## src/hw/rtl/dlfb_pkg.sv

```systemverilog
// ----------------------------------------------------------------------------
// dlfb_pkg
// shared types and constants for the line draw engine and its pixel store
// ----------------------------------------------------------------------------
`timescale 1ns / 1ps
`default_nettype none

package dlfb_pkg;

  localparam int COORD_W = 10;
  localparam int DIM_W   = 11;
  localparam int COLOR_W = 16;
  localparam int FRAC_MAX = 16;
  localparam int STEP_W  = FRAC_MAX + 2;
  localparam int PROD_W  = COORD_W + DIM_W;
  localparam int IDX_W   = PROD_W + 1;
  localparam int CFG_IDX_W = 1;

  localparam logic MODE_DRAW = 1'b0;
  localparam logic MODE_READ = 1'b1;

  localparam logic [CFG_IDX_W-1:0] CFG_FRAME_WIDTH  = 1'b0;
  localparam logic [CFG_IDX_W-1:0] CFG_FRAME_HEIGHT = 1'b1;

  localparam logic [DIM_W-1:0] FRAME_DIM_RESET = 11'd240;

  localparam int QDEPTH = 2;
  localparam int QAW    = 1;
  localparam int QCW    = 2;

  typedef struct packed {
    logic               mode;
    logic [COORD_W-1:0] x_start;
    logic [COORD_W-1:0] y_start;
    logic [COORD_W-1:0] x_end;
    logic [COORD_W-1:0] y_end;
    logic [COLOR_W-1:0] color;
  } in_item_t;

  typedef struct packed {
    logic [COLOR_W-1:0] pixel_value;
    logic [COORD_W-1:0] pixels_written;
  } out_item_t;

  typedef struct packed {
    logic                     rd;
    logic [COORD_W-1:0]       x0;
    logic [COORD_W-1:0]       y0;
    logic [COORD_W-1:0]       len;
    logic signed [STEP_W-1:0] stx;
    logic signed [STEP_W-1:0] sty;
    logic [COLOR_W-1:0]       color;
  } cmd_t;

  typedef enum logic [1:0] {
    FR_IDLE,
    FR_PREP,
    FR_DIV,
    FR_PUSH
  } fr_state_t;

  typedef enum logic [1:0] {
    BK_IDLE,
    BK_ISSUE,
    BK_FLUSH,
    BK_DONE
  } bk_state_t;

endpackage

`default_nettype wire

```

## src/hw/rtl/dlfb_queue.sv

```systemverilog
// ----------------------------------------------------------------------------
// dlfb_queue
// short command queue between the front and back parts
// ----------------------------------------------------------------------------
`timescale 1ns / 1ps
`default_nettype none

module dlfb_queue (
  input  wire logic           clk,
  input  wire logic           rst_n,
  input  wire logic           push,
  input  wire dlfb_pkg::cmd_t push_data,
  output logic                full,
  input  wire logic           pop,
  output logic                empty,
  output dlfb_pkg::cmd_t      head
);

  dlfb_pkg::cmd_t                 slot_r [dlfb_pkg::QDEPTH];
  logic [dlfb_pkg::QAW-1:0]       wr_ptr_r, wr_ptr_nxt;
  logic [dlfb_pkg::QAW-1:0]       rd_ptr_r, rd_ptr_nxt;
  logic [dlfb_pkg::QCW-1:0]       cnt_r, cnt_nxt;
  logic                           do_push, do_pop;

  assign full    = (cnt_r == dlfb_pkg::QCW'(dlfb_pkg::QDEPTH));
  assign empty   = (cnt_r == '0);
  assign head    = slot_r[rd_ptr_r];
  assign do_push = push && !full;
  assign do_pop  = pop && !empty;

  always_comb begin
    wr_ptr_nxt = do_push ? wr_ptr_r + 1'b1 : wr_ptr_r;
    rd_ptr_nxt = do_pop ? rd_ptr_r + 1'b1 : rd_ptr_r;
    cnt_nxt    = cnt_r;
    if (do_push && !do_pop) begin
      cnt_nxt = cnt_r + 1'b1;
    end else if (do_pop && !do_push) begin
      cnt_nxt = cnt_r - 1'b1;
    end
  end

  always_ff @(posedge clk) begin
    if (!rst_n) begin
      wr_ptr_r <= '0;
      rd_ptr_r <= '0;
      cnt_r    <= '0;
    end else begin
      wr_ptr_r <= wr_ptr_nxt;
      rd_ptr_r <= rd_ptr_nxt;
      cnt_r    <= cnt_nxt;
    end
  end

  always_ff @(posedge clk) begin
    if (do_push) begin
      slot_r[wr_ptr_r] <= push_data;
    end
  end

endmodule

`default_nettype wire

```

## config.mk

```make
export PLATFORM = sky130hd
export DESIGN_NAME = dlfb_queue
export DESIGN_NICKNAME = d
export VERILOG_FILES = /design/src/hw/rtl/dlfb_pkg.sv /design/src/hw/rtl/dlfb_queue.sv
export SDC_FILE = /design/constraint.sdc
export NUM_CORES = 1
export LEC_CHECK = 0
export ABC_AREA = 0
export BUFFER_PORTS_ARGS = -buffer_cell sky130_fd_sc_hd__buf_2
export CAP_MARGIN = 20
export CELL_PAD_IN_SITES_DETAIL_PLACEMENT = 1
export CELL_PAD_IN_SITES_GLOBAL_PLACEMENT = 2
export CORE_UTILIZATION = 25
export CTS_CLUSTER_SIZE = 30
export DETAILED_ROUTE_END_ITERATION = 8
export PLACE_DENSITY = 0.54
export SETUP_SLACK_MARGIN = 0.02
export SYNTH_ARGS = -nofsm -noshare
export SYNTH_HDL_FRONTEND = slang
export SYNTH_SLANG_ARGS = --single-unit
```

## constraint.sdc

```tcl
create_clock -name clk -period 6.6 [get_ports clk]
set_input_delay 0.99 -clock clk [delete_from_list [all_inputs] [get_ports clk]]
set_output_delay 0.99 -clock clk [all_outputs]
set_load 0.005 [all_outputs]
```

Word level (Yosys, flattened, before mapping)

Memory sizes are Yosys's and may differ from the RTL's. A register that Yosys moved wholly into a read port is not among the register bits.
Cells that the tools add are included.

$add $sub $neg: 4
Eq/ne operators: 1
Multiplexer cells: 6
Reduce and logical (&&, ||, !) cells: 10

Operators by type and width:

| kind                | count |
|---|---|
| $logic_and 1x1->1   | 4 |
| $logic_not 1->1     | 4 |
| $mux 1              | 4 |
| $mux 2              | 2 |
| $add 1x1->1 const B | 2 |
| $add 2x1->2 const B | 1 |
| $eq 2x2->1 const B  | 1 |
| $logic_not 2->1     | 1 |
| $reduce_bool 2->1   | 1 |
| $sub 2x1->2 const B | 1 |

Flip-flop bits (word level): 4
Bits in writable memories: 166
Input port bits: 87
Output and inout bits: 85
Word-level logic and storage cells: 25
Memories kept: 1

Memories:

| name   | words | bits a word | read ports | clocked after memory_dff | write ports | line             | RTL |
|---|---|---|---|---|---|---|---|
| slot_r | 2     | 83          | 1          | 1                        | 1           | dlfb_queue.sv:19 | `dlfb_pkg::cmd_t slot_r [dlfb_pkg::QDEPTH];` |

Logic depth before layout (Yosys ltp)

Depth in word-level cells: 7
Mapped depth: 7
Gate-level depth less buffers: 7

Worst setup path after synthesis

OpenSTA, ideal clock, no wires.

Kind: input port to flip-flop
Start: input port push
End: memory slot_r[0][0] in the netlist's numbering (enable)
Setup time: 0.511 ns
Arrival time: 4.298 ns
Required time: 6.089 ns
Path slack: 1.791 ns
Cell stages on the path: 2
Buffers on the path: 0
Path through: inv_1 > nor3_2

Cells in the longest elaborated chain, start to end: 3

Ends and longest elaborated chain:

| what                         | line             | RTL |
|---|---|---|
| start: declaration           | dlfb_queue.sv:11 | `input wire logic push,` |
| $logic_and 1x1->1            | dlfb_queue.sv:28 | `assign do_push = push && !full;` |
| $mux 1                       | dlfb_queue.sv:55 | `if (do_push) begin` |
| $mux 1 (not written as such) | dlfb_queue.sv:56 | `slot_r[wr_ptr_r] <= push_data;` |
| end: declaration             | dlfb_queue.sv:19 |  |

No other way between the ends.

==> flow_summary.ini <==
[cts]
clkTransAtPathRegs_ps = 60
cts_made_buffers = 17
cts_max_path_buffers = 2
cts_root_buffer = clkbuf_16
cts_resized = 0
cts_num_sinks = 171
cts_tree = built
post_cts_buffers = 0
insertion_delay_ps = 410
hold_buffers = 0
htree_num_levels = 4

[finish]
area_delta_synth_final_pct = 29.17
drive_gt1_share_pct = 46.15
stdcell_count = 805
diodes = 0
layout.nets = 556

[drt]
routedWlPerCell_um = 15.65
drc = 0
vias = 3174
vias_per_cell = 3.943
routed_wl_um = 12600
drt_first_pass_iters = 4
antenna_left = 0
first_iter_violations = 103

[sta]
finalCritPeriodShare_pct = 51.00
slew_violations = 0
rsz0062_at_grt = no
tns_ps = 0
slew_headroom_pct = 39.71
layout_setup_ws_ps = 3234
finalSetupViolations = 0
layout_min_cycle_time_ps = 3366
worst_pin_slew_ps = 904.4
max_freq_mhz = 297.1
skew_ps = 9.170
hold_viol_final = 0

[floorplan]
io_pins = 172
die_h_um = 159.7
initial_core_util_pct = 25.56
fp-row-count = 57
die_area_um2 = 25500
core_um2 = 24320
die_x_um = 159.7

[grt]
top_usage_layer = met2
grtUsageTotal_pct = 10.38
grt_pass1_wl_um = 19980
grtUsageMet2_pct = 18.44
gr-total-overflow = 0
grt_pass1_vias = 3632
use_met3_pct = 3.584
grt_max_degree = 62
antenna_found_initial = 1
use_met1_pct = 11.50

[placement]
dp_cells = 773
hpwl_um = 8238
port_buffers = 171
gp_congestion = 0.6596
dpl_worst_slack_ps = 3573

[critical_path]
critical_path_class = flop to primary output
r2r_slack_ps = 4330
ff2ff_path_depth = 3
worstPathMaxFanout = 48
critical_path_arrival_ps = 2380
slowest_stage = dfxtp_4
crit_chain = buf_4, mux2_1, buf_2
end_kind = primary output
max_stage_delay_ps = 680
timing.rr.end = slot_r[1][12]
start_kind = flop
cp.required_ps = 5610
regToRegStartpoint = cnt_r[0]

[synth]
yosys.area.top_type = edfxtp_1
synth_edf_count = 166
synthCells = 283
ys_warn_count = 0
yosysTopAreaCellShare_pct = 80.19
ys.flop_type = edfxtp_1
netlist_area_um2 = 6216
ys_ff_latch = 171
synth_area_leaders = edfxtp_1, mux2_1, mux2_2
async_flop_share_pct = 0
synth_nets = 371
yosysMostFrequentCell = edfxtp_1
synth_cell_types = 22
yosysSeqAreaShare_pct = 81.80
avgSynthCellArea_um2 = 21.96
netlist_top_cells_count = edfxtp_1, mux2_1, mux2_2, buf_4, dfxtp_1

[power]
ir_worst_vdd_v = 0.0001333
finalPower_mw = 2.978
p_leak_nw = 2.943
pwr_density_cell_nw_per_um2 = 370.9

[worst_hold_path]
min_from = cnt_r[1]
hold_class = flop to flop
hold-path-endpoint = cnt_r[1]
hold_path_depth = 2

[outcome]
status = complete, no violations

[run]
cap_viol_max_count = 0
[critical path: cells and delay by family, from the launching register on]
| kind | cells | cell delay [ps] |
|---|---|---|
| buf+inv | 2 | 800 |
| flops | 1 | 680 |
| mux | 1 | 440 |
[power by group]
group	total (mW)	switching (mW)	leakage, nW	internal [mW]
clock	0.957	0.426	0.273	0.531
sequential	1.43	0.0647	1.59	1.37
combinational	0.590	0.305	1.08	0.286
[worst max-delay path by stage]
stage | from | depth (start not counted) | end
finish | flop | 3 | head[5]
global route | flop | 3 | head[5]
CTS | flop | 3 | head[5]
detailed placement | flop | 3 | head[5]
global placement | flop | 3 | head[5]
floorplan | push | 2 | slot_r[0][0]
[metal layers]
metal / wire length [µm] / vias to the layer above
met5: 17 / -
met4: 98 / 2
met3: 733 / 8
met2: 6544 / 95
met1: 5201 / 1582
li1: - / 1487
[stage by stage]
stage	utilization, %	area, µm²	hold WS (ps)
after floorplan	-	6216	483.3
after global placement	30.67	7460	503.9
after detailed placement	30.67	7460	533.8
after CTS	33.01	8029	548.8
after global routing	33.01	8029	561.1
final	33.01	8029	545.7
[logic make-up after synthesis]
family                   share of synthesized area [%]
adder cells (fa/ha/maj)                         0.2013
XOR/XNOR                                        0.4228
flip-flops                                       81.80
multiplexers                                     15.04
AND/OR/NAND/NOR                                 0.8859
AO/OA/AOI/OAI                                   0.5233
buffers and inverters                            1.127
[sequential cells by signal, indices dropped and copies added, names as in the netlist, named ones only]
name and count:
rd_ptr_r 1, cnt_r 2, slot_r 166, wr_ptr_r 1
[layout make-up]
| cell class | instances | area [µm²] |
|---|---|---|
| fill | 2512 | 16290 |
| sequential | 171 | 5089 |
| multi-input combinational | 101 | 1072 |
| timing repair buffer | 175 | 885.9 |
| clock buffer | 19 | 432.9 |
| tap | 324 | 405.4 |
| clock inverter | 13 | 136.4 |
| inverter | 2 | 7.507 |
[layout by cell type (no fill, tap or decap), types with 2 or more instances in the layout]
master	synthesis	layout
xnor2_1	2	2
clkbuf_16	0	17
mux2_2	13	13
buf_4	7	4
dfxtp_1	5	4
mux2_1	70	70
nor2_1	2	2
buf_2	2	171
edfxtp_1	166	166
clkinv_4	0	5
inv_8	0	3
clkinvlp_4	0	2
and2_1	3	3
clkbuf_1	0	2
Note: power is estimated with default switching activity, not from simulation.
