$ cat config.mk
export PLATFORM = sky130hd
export DESIGN_NAME = dlfb_front
export DESIGN_NICKNAME = d
export VERILOG_FILES = /design/src/hw/rtl/dlfb_pkg.sv /design/src/hw/rtl/dlfb_front.sv
export SDC_FILE = /design/constraint.sdc
export NUM_CORES = 1
export LEC_CHECK = 0
export ABC_CLOCK_PERIOD_IN_PS = 5400
export BUFFER_PORTS_ARGS = -buffer_cell sky130_fd_sc_hd__buf_4
export CAP_MARGIN = 20
export CELL_PAD_IN_SITES_DETAIL_PLACEMENT = 0
export CELL_PAD_IN_SITES_GLOBAL_PLACEMENT = 1
export CORE_ASPECT_RATIO = 1.4
export CORE_MARGIN = 8
export CORE_UTILIZATION = 41
export DETAILED_ROUTE_END_ITERATION = 7
export GPL_TIMING_DRIVEN = 0
export HOLD_SLACK_MARGIN = 0.08
export PLACE_DENSITY = 0.77
export SLEW_MARGIN = 20
export SYNTH_ARGS = -nofsm -noshare
export SYNTH_HDL_FRONTEND = slang
export SYNTH_SLANG_ARGS = --single-unit
$ cat constraint.sdc
create_clock -name clk -period 5.4 [get_ports clk]
set_clock_uncertainty 0.05 [all_clocks]
set_input_delay 0.54 -clock clk [delete_from_list [all_inputs] [get_ports clk]]
set_output_delay 0.54 -clock clk [all_outputs]
set_load 0.02 [all_outputs]
$ cat src/hw/rtl/dlfb_pkg.sv
// ----------------------------------------------------------------------------
// dlfb_pkg
// shared types and constants for the line draw engine and its pixel store
// ----------------------------------------------------------------------------
`timescale 1ns / 1ps
`default_nettype none

package dlfb_pkg;

  localparam int COORD_W = 10;
  localparam int DIM_W   = 11;
  localparam int COLOR_W = 16;
  localparam int FRAC_MAX = 16;
  localparam int STEP_W  = FRAC_MAX + 2;
  localparam int PROD_W  = COORD_W + DIM_W;
  localparam int IDX_W   = PROD_W + 1;
  localparam int CFG_IDX_W = 1;

  localparam logic MODE_DRAW = 1'b0;
  localparam logic MODE_READ = 1'b1;

  localparam logic [CFG_IDX_W-1:0] CFG_FRAME_WIDTH  = 1'b0;
  localparam logic [CFG_IDX_W-1:0] CFG_FRAME_HEIGHT = 1'b1;

  localparam logic [DIM_W-1:0] FRAME_DIM_RESET = 11'd240;

  localparam int QDEPTH = 2;
  localparam int QAW    = 1;
  localparam int QCW    = 2;

  typedef struct packed {
    logic               mode;
    logic [COORD_W-1:0] x_start;
    logic [COORD_W-1:0] y_start;
    logic [COORD_W-1:0] x_end;
    logic [COORD_W-1:0] y_end;
    logic [COLOR_W-1:0] color;
  } in_item_t;

  typedef struct packed {
    logic [COLOR_W-1:0] pixel_value;
    logic [COORD_W-1:0] pixels_written;
  } out_item_t;

  typedef struct packed {
    logic                     rd;
    logic [COORD_W-1:0]       x0;
    logic [COORD_W-1:0]       y0;
    logic [COORD_W-1:0]       len;
    logic signed [STEP_W-1:0] stx;
    logic signed [STEP_W-1:0] sty;
    logic [COLOR_W-1:0]       color;
  } cmd_t;

  typedef enum logic [1:0] {
    FR_IDLE,
    FR_PREP,
    FR_DIV,
    FR_PUSH
  } fr_state_t;

  typedef enum logic [1:0] {
    BK_IDLE,
    BK_ISSUE,
    BK_FLUSH,
    BK_DONE
  } bk_state_t;

endpackage

`default_nettype wire

$ cat src/hw/rtl/dlfb_front.sv
// ----------------------------------------------------------------------------
// dlfb_front
// takes items, finds line length and per-axis steps with a bit-serial divider
// ----------------------------------------------------------------------------
`timescale 1ns / 1ps
`default_nettype none

module dlfb_front #(
  parameter int FRAC_BITS = 8
) (
  input  wire logic               clk,
  input  wire logic               rst_n,
  input  wire logic               in_valid,
  output logic                    in_stall,
  input  wire dlfb_pkg::in_item_t in_data,
  output logic                    q_push,
  output dlfb_pkg::cmd_t          q_data,
  input  wire logic               q_full
);

  localparam int NW = FRAC_BITS + dlfb_pkg::COORD_W;
  localparam int CW = $clog2(NW);

  dlfb_pkg::fr_state_t          state_r, state_nxt;
  dlfb_pkg::in_item_t           item_r;
  logic [dlfb_pkg::COORD_W-1:0] len_r;
  logic [dlfb_pkg::COORD_W-1:0] ax_c, ay_c, len_c;
  logic                         sx_r, sy_r;
  logic [NW-1:0]                numx_r, numy_r;
  logic [dlfb_pkg::COORD_W-1:0] remx_r, remy_r;
  logic [CW-1:0]                cnt_r;
  logic [dlfb_pkg::COORD_W:0]   trialx, trialy, len_ext;
  logic                         gex, gey;
  logic                         accept, skip_div, div_last;
  logic [FRAC_BITS:0]           qx, qy;

  // magnitudes of the endpoint differences
  always_comb begin
    ax_c  = (item_r.x_end >= item_r.x_start) ? item_r.x_end - item_r.x_start
                                             : item_r.x_start - item_r.x_end;
    ay_c  = (item_r.y_end >= item_r.y_start) ? item_r.y_end - item_r.y_start
                                             : item_r.y_start - item_r.y_end;
    len_c = (ax_c > ay_c) ? ax_c : ay_c;
  end

  // one restoring step on both axes
  always_comb begin
    len_ext = {1'b0, len_r};
    trialx  = {remx_r, numx_r[NW-1]};
    trialy  = {remy_r, numy_r[NW-1]};
    gex     = (trialx >= len_ext);
    gey     = (trialy >= len_ext);
  end

  assign accept   = in_valid && !in_stall;
  assign skip_div = (item_r.mode == dlfb_pkg::MODE_READ) || (len_c == '0);
  assign div_last = (cnt_r == CW'(NW - 1));

  always_comb begin
    state_nxt = state_r;
    case (state_r)
      dlfb_pkg::FR_IDLE: begin
        if (in_valid) begin
          state_nxt = dlfb_pkg::FR_PREP;
        end
      end
      dlfb_pkg::FR_PREP: begin
        state_nxt = skip_div ? dlfb_pkg::FR_PUSH : dlfb_pkg::FR_DIV;
      end
      dlfb_pkg::FR_DIV: begin
        if (div_last) begin
          state_nxt = dlfb_pkg::FR_PUSH;
        end
      end
      dlfb_pkg::FR_PUSH: begin
        if (!q_full) begin
          state_nxt = dlfb_pkg::FR_IDLE;
        end
      end
      default: state_nxt = dlfb_pkg::FR_IDLE;
    endcase
  end

  always_comb begin
    in_stall     = (state_r != dlfb_pkg::FR_IDLE);
    q_push       = (state_r == dlfb_pkg::FR_PUSH) && !q_full;
    qx           = numx_r[FRAC_BITS:0];
    qy           = numy_r[FRAC_BITS:0];
    q_data.rd    = (item_r.mode == dlfb_pkg::MODE_READ);
    q_data.x0    = item_r.x_start;
    q_data.y0    = item_r.y_start;
    q_data.len   = len_r;
    q_data.stx   = sx_r ? -dlfb_pkg::STEP_W'(qx) : dlfb_pkg::STEP_W'(qx);
    q_data.sty   = sy_r ? -dlfb_pkg::STEP_W'(qy) : dlfb_pkg::STEP_W'(qy);
    q_data.color = item_r.color;
  end

  always_ff @(posedge clk) begin
    if (!rst_n) begin
      state_r <= dlfb_pkg::FR_IDLE;
    end else begin
      state_r <= state_nxt;
    end
  end

  always_ff @(posedge clk) begin
    if (accept) begin
      item_r <= in_data;
    end
    case (state_r)
      dlfb_pkg::FR_PREP: begin
        sx_r   <= (item_r.x_end < item_r.x_start);
        sy_r   <= (item_r.y_end < item_r.y_start);
        remx_r <= '0;
        remy_r <= '0;
        cnt_r  <= '0;
        if (skip_div) begin
          numx_r <= '0;
          numy_r <= '0;
          len_r  <= (item_r.mode == dlfb_pkg::MODE_READ) ? dlfb_pkg::COORD_W'(1) : '0;
        end else begin
          numx_r <= NW'(ax_c) << FRAC_BITS;
          numy_r <= NW'(ay_c) << FRAC_BITS;
          len_r  <= len_c;
        end
      end
      dlfb_pkg::FR_DIV: begin
        remx_r <= gex ? dlfb_pkg::COORD_W'(trialx - len_ext) : dlfb_pkg::COORD_W'(trialx);
        remy_r <= gey ? dlfb_pkg::COORD_W'(trialy - len_ext) : dlfb_pkg::COORD_W'(trialy);
        numx_r <= {numx_r[NW-2:0], gex};
        numy_r <= {numy_r[NW-2:0], gey};
        cnt_r  <= cnt_r + 1'b1;
      end
      default: begin
      end
    endcase
  end

endmodule

`default_nettype wire

# ---- Word-level counts from Yosys, hierarchy flattened
# Cells that the tools add are included.
dict set report op_classes {
  n_addsub 9
  order_cmp 7
  eq_ne 7
  mux 21
  reduce_logical 10
}
# op n
set op_table {}
lappend op_table {{18-bit 2-to-1 mux} 4}
lappend op_table {{18-bit one-hot mux with 2 select lines} 2}
lappend op_table {{10-bit 2-to-1 mux} 6}
lappend op_table {{10-bit subtractor} 6}
lappend op_table {{10-bit one-hot mux with 2 select lines} 2}
lappend op_table {{9-bit negator with 18-bit output} 2}
lappend op_table {{11-bit by 10-bit greater-or-equal comparator with 1-bit output} 2}
lappend op_table {{10-bit greater-or-equal comparator} 2}
lappend op_table {{10-bit less-than comparator} 2}
lappend op_table {{10-bit > comparator} 1}
lappend op_table {{10-bit zero test} 1}
lappend op_table {{5-bit one-hot mux with 2 select lines} 1}
lappend op_table {{2-bit one-hot mux with 4 select lines} 1}
lappend op_table {{2-bit 2-to-1 mux} 3}
lappend op_table {{2-bit != test (second input constant)} 3}
lappend op_table {{5-bit by 1-bit adder with 5-bit output (second input constant)} 1}
lappend op_table {{5-bit == test (second input constant)} 1}
lappend op_table {{2-bit == test (second input constant)} 2}
lappend op_table {{2-bit nonzero test} 2}
lappend op_table {{3-bit AND reduction} 1}
lappend op_table {{2-bit by 1-bit == test with 1-bit output (second input constant)} 1}
lappend op_table {{1-bit logical AND} 2}
lappend op_table {{1-bit zero test} 2}
lappend op_table {{2-bit zero test} 1}
lappend op_table {{2 further kinds} 3}
dict set report totals {
  ff_bits 132
  in_bits 61
  out_inout_bits 85
  wordCells 69
}

# ---- Longest topological paths before layout
# Gate-level depths: netlist of run 1.
dict set report logic_depth {
  depth_word 8
  mapped_depth 23
  ltp_nobuf 21
}

# ---- Worst setup path after synthesis of run 1
# OpenSTA, ideal clock, no wires.
dict set report synth_timing {
  path_type {reg-to-reg}
  from {register item_r[16] (netlist name)}
  to {register numx_r[10], data pin}
  setup_ns 0.257
  arrival_time_ns 5.033
  t_required_ns 5.093
  setup_slack_ns 0.060
  path_stages_with_launch 23
  path_buffers 2
  period_less_slack_ns 5.340
  cell_sequence {edfxtp_1 inv_1 ha_1 inv_1 fa_1 a21o_1 a311o_1 a211oi_2 mux2_2 o221ai_1 inv_1 ha_1 a21o_1 a21oi_1 nor2b_1 o31a_1 clkbuf_1 nand2b_1 or3_1 or4_4 a21o_1 buf_6 a32o_1}
}
dict set report synth_between {
  elab_chain_len 8
  elab_cells_between_ends 10
  classes_between {add/sub (2); order compare (2); mux (4); reduce/logical (2)}
}
# item line_no
set synth_rtl {}
lappend synth_rtl {{start: declaration} dlfb_front.sv:25} ;# dlfb_pkg::in_item_t item_r;
lappend synth_rtl {{start signal: assignment} dlfb_front.sv:108} ;# item_r <= in_data;
lappend synth_rtl {{10-bit subtractor, or another cell as far along} dlfb_front.sv:42} ;# : item_r.y_start - item_r.y_end;
lappend synth_rtl {{10-bit 2-to-1 mux *} dlfb_front.sv:41} ;# ay_c = (item_r.y_end >= item_r.y_start) ? item_r.y_end - item_r.y_start
lappend synth_rtl {{10-bit > comparator} dlfb_front.sv:43} ;# len_c = (ax_c > ay_c) ? ax_c : ay_c;
lappend synth_rtl {{10-bit 2-to-1 mux *} dlfb_front.sv:43}
lappend synth_rtl {{10-bit zero test *} dlfb_front.sv:56} ;# assign skip_div = (item_r.mode == dlfb_pkg::MODE_READ) || (len_c == '0);
lappend synth_rtl {{1-bit logical OR *} dlfb_front.sv:56}
lappend synth_rtl {{18-bit 2-to-1 mux *} dlfb_front.sv:117} ;# if (skip_div) begin
lappend synth_rtl {{18-bit one-hot mux with 2 select lines *} dlfb_front.sv:110} ;# case (state_r)
lappend synth_rtl {{end signal: assignment} dlfb_front.sv:122} ;# numx_r <= NW'(ax_c) << FRAC_BITS;
lappend synth_rtl {{end signal: assignment} dlfb_front.sv:130} ;# numx_r <= {numx_r[NW-2:0], gex};
lappend synth_rtl {{end: declaration} dlfb_front.sv:29} ;# logic [NW-1:0] numx_r, numy_r;
# Mark *: on every way between the ends. The rest lies on a longest branch, timed or not.
# A chain may end at the register's enable or synchronous reset.

# ---- Worst setup path in the final report of run 1
dict set report layout_timing {
  from {register item_r[16] (netlist name)}
  to {register numy_r[12], data pin}
}
dict set report layout_between {
  elab_chain_len 8
  elab_cells_between_ends 10
  classes_between {add/sub (2); order compare (2); mux (4); reduce/logical (2)}
}
# item line_no
set layout_rtl {}
lappend layout_rtl {{10-bit subtractor, or another cell as far along} dlfb_front.sv:42}
lappend layout_rtl {{10-bit 2-to-1 mux *} dlfb_front.sv:41}
lappend layout_rtl {{10-bit > comparator} dlfb_front.sv:43}
lappend layout_rtl {{10-bit 2-to-1 mux} dlfb_front.sv:43}
lappend layout_rtl {{10-bit zero test} dlfb_front.sv:56}
lappend layout_rtl {{1-bit logical OR} dlfb_front.sv:56}
lappend layout_rtl {{18-bit 2-to-1 mux *} dlfb_front.sv:117}
lappend layout_rtl {{18-bit one-hot mux with 2 select lines *} dlfb_front.sv:110}
lappend layout_rtl {{end signal: assignment} dlfb_front.sv:123} ;# numy_r <= NW'(ay_c) << FRAC_BITS;
lappend layout_rtl {{end signal: assignment} dlfb_front.sv:131} ;# numy_r <= {numy_r[NW-2:0], gey};
lappend layout_rtl {{end: declaration} dlfb_front.sv:29}
# Marks and branches as above.

==> results.toml, run 1 <==
[floorplan]
ioPinCount = 146
start_util_pct = 41.35
core_area_sq_mm = 0.02162
row_count = 64
die_w_um = 140.8
design.die.area_sq_mm = 0.02686
die_y_um = 190.7

[route]
drt_iter0_drc = 281
postRouteAntennaNets = 0
wire_per_inst_um = 15.86
firstDrtPassIters = 5
routed_wl_mm = 20.97
vias_per_cell = 5.128
drc = 0
vias = 6779

[layout]
final_core_util_pct = 52.84
fill_cells = 1973
layout_commonest_cell = "buf_4"
area_growth_pct = 27.76
antenna_cells = 0
final_cell_mix = "buf_4, edfxtp_1, inv_1, ha_1, nor2_1"
fin_nets = 1192
drive_above_1_share_pct = 27.88
layout.cells.non_filler = 1322

[timing]
slew-limit-headroom_pct = 53.88
post-route-period-util_pct = 99.78
hold_viol = 0
final.setup.tns_ps = 0
rsz0062_at_grt = "yes"
report.final.slew_viol_count = 0
fmax_mhz = 185.6
setup_violations = 0
tightest_slew_ps = 691.8
period_needed_ps = 5388

[synth]
syn_area_sq_mm = 0.008941
ys_async_sr_fraction_pct = 0
syn_avg_cell_area_sq_um = 10.43
synth_top_area_share_pct = 43.66
synth_cells = 857
synth_compound_area_share_pct = 15.80
synth_fa_ha_area_share_pct = 12.40
synth.yosys.seq_area_share_pct = 44.11
synthTopCellsByArea = "edfxtp_1, ha_1, inv_1"
synthMuxAreaShare_pct = 3.750
ys_ff_latch = 132
synth_ff_type = "edfxtp_1"
yosysTopAreaCell = "edfxtp_1"
synth_xor_area_share_pct = 3.233
synth_cell_types = 69
synth_top_family_by_area = "compound AO/OA/AOI/OAI gates"
synthesis.yosys.warnings = 0
synth_nets = 1003
yosys.area_share.simple_pct = 11.74
synth-edff-count = 130

[clock_tree]
clk_pin_slew_ps = 60
cts_tree = "done"
clk_latency_ps = 420
numCtsBuffers = 17
cts_root_buffer = "clkbuf_16"
clkSinkCount = 132
cts.path.max_buffers = 2
cts_hold_buf = 0
h-tree-depth = 4

[worst_setup_path]
max_stage_delay_ps = 460
critical_path.max_fanout = 5
crit_path_start_kind = "flip-flop"
crit_slowest_cell = "or4_4"
endpoint_kind = "flip-flop"
required_ps = 5530
crit_arrival_ps = 5520
path_class = "reg2reg"
cp_cell_sequence = "inv_1 > ha_2 > inv_2 > fa_2 > a21o_1 > a311o_1 > a211oi_4 > mux2_4 > o221ai_4 > inv_2 > ha_4 > a21o_1 > a21oi_1 > nor2b_1 > o31a_1 > nand2b_4 > or3_1 > or4_4 > a21o_4 > clkbuf_16 > a32o_1"

[status]
status = "finished, final reports clean"

[placement]
io_buffers = 145
dp_cells = 1268
dp.final_hpwl_mm = 15.83
gp_congestion = 0.8359

[power_and_ir_drop]
powerDensity_mw_per_mm2 = 738.2
p_leak_nw = 5.005
finalPower_mw = 8.432
ir_worst_vdd_mv = 0.2800

[global_route]
grt_antenna_before_repair = 0
grt.overflow.total = 0
grt_pass1_vias = 6895
grt_max_degree = 57
grt_pass1_wl_mm = 33.38
grt_use_total_pct = 15.55

[job]
maxCapViolCount = 0

[hold_path]
min_path_type = "in2reg"
-- where the power goes --
group	switching [mW]	internal [mW]	leakage, nW
clock network	0.442	0.721	0.282
logic	2.94	2.30	3.45
registers	0.259	1.76	1.27
-- layer usage --
layer  GRT usage [%]  part of all wire (%)  up-vias  routed length (um)
li1                -                     -     3431                   -
met1           16.52                    41     3174                8512
met2           28.79                    53      149               11060
met3           4.134                   4.8       25                1015
met4           5.763                   1.8        0                 378
met5               0                     0        -                   0
-- through the flow --
step                instance area, sq um  hold WS (ps)  worst slack [ps]
global placement                   10360         461.9            -757.7
detailed placement                 10430         467.8            -748.3
finish                             11420         240.5             11.90
global route                       11420         222.1            -141.9
floorplan                           8941         437.4             60.06
CTS                                11160         223.5             8.496
-- registers in the layout, summed over array words and instances, names as in the netlist, 5 cells and up --
register and count:
remx_r 10, numy_r 18, item_r 20, remy_r 10, numx_r 18, q_data 37
len_r 10, cnt_r 5
-- cell type report --
cell class	count	area, sq um	area share (%)
repair buffers	172	1353	11.84
flip-flops and latches	132	3944	34.52
well taps	264	330.3	2.892
plain buffers	77	471.7	4.129
multi-input cells	558	4408	38.59
clock inverters	13	157.7	1.380
clock buffers	18	429.2	3.757
inverters	88	330.3	2.892
-- cells in the mapped netlist, drive strengths merged, types with 3 or more instances --
cell type	count
nand2	53
mux2	4
a21boi	5
nor2	59
and2	15
inv	88
o21a	16
a21o	23
nor3	15
or4	3
a21oi	37
clkbuf	26
o31ai	3
o221ai	4
nand3	14
o31a	9
nand3b	3
a221oi	5
nand2b	8
or3	6
o41ai	3
fa	6
o211ai	4
a31oi	9
nand4	7
xnor2	24
a311o	3
xor2	9
o21ai	27
a211oi	13
nor2b	17
ha	79
buf	53
mux2i	29
edfxtp	130
a32o	16
-- final timing paths --
check	end	cells after the start	slack, ps	start
worst min-delay path	item_r[26]	1	240	in_data[26]
worst min register to register	numy_r[12]	1	490	numy_r[11]
worst max register to register	numy_r[12]	21	10	item_r[16]
worst max-delay path	numy_r[12]	21	10	item_r[16]
-- worst max-delay path, delay by kind of cell, from the launching register on --
kind | cells | cell delay, ps
AO/OA/AOI/OAI | 9 | 2260
AND/OR/NAND/NOR | 4 | 990
adder cells (fa/ha/maj) | 3 | 760
flip-flops | 1 | 390
buffers and inverters | 4 | 350
multiplexers | 1 | 340
-- logic make-up after synthesis --
family	count (synthesis)
buf+inv	167
compound gates	195
xor+xnor	33
simple gates	212
flops	132
fa+ha+maj	85
mux	33
-- repair_timing --
action	4_1_cts	5_1_grt
buffers inserted	8	16
hold endpoints to repair	0	0
pin swaps	4	7
endpoints found under the setup margin	21	19
resized for setup	14	24
cloned	0	1
(Power assumes the default switching activity.)
==> run 2: changes to the inputs <==
--- a/config.mk
+++ b/config.mk
@@ -12,11 +12,12 @@
 export CELL_PAD_IN_SITES_GLOBAL_PLACEMENT = 1
 export CORE_ASPECT_RATIO = 1.4
 export CORE_MARGIN = 8
-export CORE_UTILIZATION = 41
+export CORE_UTILIZATION = 25
+export CTS_BUF_LIST = sky130_fd_sc_hd__clkbuf_16
 export DETAILED_ROUTE_END_ITERATION = 7
 export GPL_TIMING_DRIVEN = 0
 export HOLD_SLACK_MARGIN = 0.08
-export PLACE_DENSITY = 0.77
+export PLACE_DENSITY = 0.51
 export SLEW_MARGIN = 20
 export SYNTH_ARGS = -nofsm -noshare
 export SYNTH_HDL_FRONTEND = slang
==> run 2 against run 1 <==
Effect of this change:
- combinational power is 14% higher
- critical path depth stayed put
- critical path type unchanged
- power is 8.9% higher
- design area is 5.9% higher
- die area is 57% higher
==> results.toml, run 2 (synthesis gave the netlist of run 1 again) <==
[clock_tree]
clk_pin_slew_ps = 60
clk_latency_ps = 440
numCtsBuffers = 17
clkSinkCount = 132
cts_tree = "done"
cts_root_buffer = "clkbuf_16"
h-tree-depth = 4
cts.path.max_buffers = 2

[global_route]
grt_use_total_pct = 12.47
grt_antenna_before_repair = 0
grt_pass1_wl_mm = 40.74
grt_pass1_vias = 7467
grt_max_degree = 54
grt.overflow.total = 0

[timing]
report.final.slew_viol_count = 0
post-route-period-util_pct = 99.44
final.setup.tns_ps = 0
whs_ps = 222.4
rsz0062_at_grt = "yes"
period_needed_ps = 5370
setup_violations = 0
tightest_slew_ps = 747.5
slew-limit-headroom_pct = 50.17
fmax_mhz = 186.2
hold_viol = 0

[route]
vias = 7016
drt_iter0_drc = 362
firstDrtPassIters = 5
postRouteAntennaNets = 0
routed_wl_mm = 25.74
vias_per_cell = 4.497
drc = 0
wire_per_inst_um = 16.50

[worst_setup_path]
r2r_slack_ps = 30
reg2reg_depth = 21
critical_path.max_fanout = 7
crit_arrival_ps = 5510
worstReg2RegEnd = "numx_r[14]"
path_class = "reg2reg"
required_ps = 5540
r2r-start = "item_r[16]"
crit_path_start_kind = "flip-flop"
endpoint_kind = "flip-flop"

[hold_path]
min_path_cells = 1
whs_endpoint = "q_data[13]"
min_path_type = "in2reg"
min_from = "in_data[13]"

[power_and_ir_drop]
powerDensity_mw_per_mm2 = 759.1
ir_worst_vdd_mv = 0.3044
p_leak_nw = 5.217

[floorplan]
ioPinCount = 146
die_w_um = 175.8
design.die.area_sq_mm = 0.04216
die_y_um = 239.8
core_area_sq_mm = 0.03550
row_count = 82
start_util_pct = 25.19

[layout]
antenna_cells = 0
area_growth_pct = 35.25
layout_commonest_cell = "buf_4"
largest_reg_flops = 37
fin_nets = 1231
drive_above_1_share_pct = 32.60
final_cell_mix = "buf_4, edfxtp_1, inv_1, ha_1, nor2_1"
final_core_util_pct = 34.07

[placement]
gp_congestion = 0.7670
dp.final_hpwl_mm = 18.86
io_buffers = 145

[job]
maxCapViolCount = 0

[status]
status = "finished, final reports clean"
## run 2: final cells by class
| type | instances | area, sq um |
|---|---|---|
| Clock inverter | 15 | 157.7 |
| Fill cell | 3700 | 23410 |
| Inverter | 88 | 330.3 |
| Clock buffer | 17 | 425.4 |
| Multi-Input combinational cell | 558 | 4517 |
| Timing Repair Buffer | 211 | 1667 |
| Sequential cell | 132 | 3944 |
| Buffer | 77 | 474.2 |
| Tap cell | 462 | 578.1 |
## run 2: worst max path at each step
| stage | start | endpoint | slack, ps | cells after the start |
|---|---|---|---|---|
| after global routing | item_r[16] | numx_r[14] | -110 | 21 |
| after CTS | item_r[16] | numx_r[14] | -80 | 22 |
| after floorplan | item_r[16] | numx_r[10] | 60 | 22 |
| after detailed placement | item_r[16] | numx_r[14] | -940 | 22 |
| final | item_r[16] | numx_r[14] | 30 | 21 |
| after global placement | item_r[16] | numx_r[9] | -900 | 22 |
## run 2: metrics by stage
stage	area (sq um)	worst slack [ps]	cells	power, mW
2_1_floorplan	8941	60.06	857	5.433
3_3_place_gp	10610	-900.8	1464	7.006
3_5_place_dp	10680	-941.1	1466	7.042
4_1_cts	11920	-81.37	1559	8.980
5_1_grt	12090	-109.7	1560	9.931
6_report	12090	30.35	1560	9.179
## run 2: what timing repair did
item | in CTS | in global routing
setup buffers | 62 | 6
resized for setup | 35 | 40
pin swaps | 21 | 27
hold buffers | 0 | 0
gates cloned | 1 | 0
setup endpoints to repair | 21 | 23
## run 2: report_power, final
part	leakage, nW	switching, mW	internal (mW)	total [mW]
Sequential	1.27	0.270	1.76	2.03
Clock	0.277	0.506	0.683	1.19
Combinational	3.67	3.26	2.70	5.96
## run 2: layer usage
layer | global-route usage [%] | share of wire, % | up-vias | wire length [um]
met2 | 23.18 | 53 | 150 | 13660
met1 | 13.39 | 41 | 3310 | 10590
met3 | 2.697 | 3.5 | 38 | 903
met5 | 0 | 0 | - | 0
li1 | - | - | 3518 | -
met4 | 5.124 | 2.3 | 0 | 588
## run 2: worst max-delay path: stages, from the launching register on
cell	delay [ps]
edfxtp_1	380
inv_1	70
ha_2	180
inv_2	40
fa_2	330
a21o_1	190
a311o_1	440
a21oi_2	260
nand2_4	140
a311o_1	420
inv_2	130
ha_4	210
and4_1	210
o21ai_1	90
a31oi_1	100
o31a_2	320
nand2b_4	150
or3_1	310
or4_4	440
a21o_4	260
buf_8	140
a32o_1	250
==> run 3: changes to the inputs <==
--- a/config.mk
+++ b/config.mk
@@ -5,9 +5,8 @@
 export SDC_FILE = /design/constraint.sdc
 export NUM_CORES = 1
 export LEC_CHECK = 0
-export ABC_CLOCK_PERIOD_IN_PS = 5400
+export ABC_CLOCK_PERIOD_IN_PS = 5500
 export BUFFER_PORTS_ARGS = -buffer_cell sky130_fd_sc_hd__buf_4
-export CAP_MARGIN = 20
 export CELL_PAD_IN_SITES_DETAIL_PLACEMENT = 0
 export CELL_PAD_IN_SITES_GLOBAL_PLACEMENT = 1
 export CORE_ASPECT_RATIO = 1.4
@@ -17,7 +16,7 @@
 export DETAILED_ROUTE_END_ITERATION = 7
 export GPL_TIMING_DRIVEN = 0
 export HOLD_SLACK_MARGIN = 0.08
-export PLACE_DENSITY = 0.51
+export PLACE_DENSITY = 0.49
 export SLEW_MARGIN = 20
 export SYNTH_ARGS = -nofsm -noshare
 export SYNTH_HDL_FRONTEND = slang
==> constraint.sdc (replaced) <==
create_clock -name clk -period 5.5 [get_ports clk]
set_clock_uncertainty 0.05 [all_clocks]
set_input_delay 0.55 -clock clk [delete_from_list [all_inputs] [get_ports clk]]
set_output_delay 0.55 -clock clk [all_outputs]
set_load 0.02 [all_outputs]
==> run 3 against run 2 <==
Effect of this change:
- worst setup slack better by 170 ps
- sequential share of layout area rose by 1.2 points
- hold slack gained 3.1 ps
- critical path depth up 1
- critical path type unchanged
==> results.toml, run 3 (synthesis gave the netlist of run 1 again) <==
[status]
status = "finished, final reports clean"

[global_route]
grt.overflow.total = 0
grt_use_total_pct = 11.96
grt_antenna_before_repair = 0
grt_max_degree = 54
grt_pass1_wl_mm = 39.26
grt_pass1_vias = 7189

[worst_setup_path]
crit_slowest_cell = "or4_4"
startpoint = "item_r[16]"
crit_path_start_kind = "flip-flop"
worstReg2RegEnd = "numy_r[9]"
crit_buf_inv = 5
critical_path.max_fanout = 4
r2r-start = "item_r[16]"
crit_end = "numy_r[9]"
crit_arrival_ps = 5440
cp_top_family = "compound AO/OA/AOI/OAI gates"
path_class = "reg2reg"
cp_num_cells = 22
required_ps = 5650
reg2reg_depth = 22
endpoint_kind = "flip-flop"
worst_path_most_repeated_cell = "inv_1"
max_stage_delay_ps = 450
cp_cell_sequence = "inv_1 > ha_2 > inv_1 > fa_2 > a21o_1 > a311o_2 > a211oi_4 > buf_6 > nor3_1 > a311o_1 > inv_2 > ha_4 > and4_1 > o21ai_1 > a31oi_1 > o31a_1 > nand2b_4 > or3_1 > or4_4 > a21o_4 > buf_4 > a32o_1"
r2r_slack_ps = 200

[route]
drt_iter0_drc = 265
firstDrtPassIters = 4
vias_per_cell = 4.472
vias = 6793
drc = 0
wire_per_inst_um = 16.36
routed_wl_mm = 24.85
postRouteAntennaNets = 0

[floorplan]
row_count = 82
core_area_sq_mm = 0.03550
die_y_um = 239.8
ioPinCount = 146
die_w_um = 175.8
design.die.area_sq_mm = 0.04216
start_util_pct = 25.19

[layout]
largest_reg_flops = 37
final_cell_mix = "buf_4, edfxtp_1, inv_1, ha_1, nor2_1"
final_area_sq_mm = 0.01167
area_growth_pct = 30.53
layout_commonest_cell = "buf_4"
antenna_cells = 0
fin_nets = 1191
drive_above_1_share_pct = 28.10
layout.cells.non_filler = 1519

[power_and_ir_drop]
ir_worst_vdd_mv = 0.2840
powerDensity_mw_per_mm2 = 725.0
p_leak_nw = 5.001

[timing]
tightest_slew_ps = 753.3
slew-limit-headroom_pct = 49.78
report.final.slew_viol_count = 0
finalWorstSetupSlack_ps = 200.9
fmax_mhz = 188.7
final.setup.tns_ps = 0
period_needed_ps = 5299
post-route-period-util_pct = 96.35
setup_violations = 0
hold_viol = 0

[placement]
place_area_sq_mm = 0.01068
dp_cells = 1466
gp_congestion = 0.7597
io_buffers = 145
dp.final_hpwl_mm = 18.98
place_ws_ps = -792.5

[hold_path]
min_path_type = "in2reg"

[clock_tree]
clk_pin_slew_ps = 70
cts_root_buffer = "clkbuf_16"
numCtsBuffers = 17
clk_latency_ps = 450
clkSinkCount = 132
cts.path.max_buffers = 2
h-tree-depth = 4
cts_tree = "done"

[job]
maxCapViolCount = 0
run 3: changes by cell type in the layout (fill, tap and decap cells not counted), sizes merged:
cell | previous run | this run
inv | 93 | 89
bufinv | 2 | 4
buf | 264 | 224
clkinvlp | 4 | 3
clkinv | 4 | 6
run 3: area by class of cell:
cell class / count / area [sq um]
Sequential cell: 132 / 3944
Clock inverter: 14 / 186.4
Tap cell: 462 / 578.1
Inverter: 88 / 330.3
Fill cell: 3796 / 23830
Multi-Input combinational cell: 558 / 4409
Timing Repair Buffer: 171 / 1325
Clock buffer: 17 / 425.4
Buffer: 77 / 473.0
run 3: worst min path at each step:
stage,depth (start not counted),start,to,slack (ps)
finish,1,in_data[15],q_data[15],230
global route,1,in_data[36],q_data[62],200
detailed placement,2,numy_r[13],numy_r[14],470
global placement,1,numy_r[11],numy_r[12],460
floorplan,2,numx_r[15],numx_r[16],440
CTS,1,in_data[36],q_data[62],200
run 3: stage by stage:
step	power [mW]	util [%]	hold WS [ps]
2_1_floorplan	5.334	-	437.4
3_3_place_gp	6.911	29.88	463.0
3_5_place_dp	6.945	30.08	468.6
4_1_cts	8.381	32.13	202.2
5_1_grt	9.201	32.88	201.9
6_report	8.461	32.88	225.5
run 3: what timing repair did:
item / 4_1_cts / 5_1_grt
gates cloned: 0 / 1
buffers inserted: 6 / 17
endpoints found under the setup margin: 21 / 19
resized for setup: 12 / 29
hold buffers: 0 / 0
pin swaps: 4 / 4
run 3: where the power goes:
| group | total (mW) | internal [mW] | switching, mW |
|---|---|---|---|
| combinational | 5.24 | 2.26 | 2.98 |
| sequential | 1.99 | 1.73 | 0.259 |
| clock | 1.23 | 0.753 | 0.480 |
run 3: layer usage:
layer  track usage (%)  part of all wire, %
met1             13.42                   42
met4             4.351                  1.9
met5                 0                    0
met2             21.73                   53
met3             2.666                  3.3
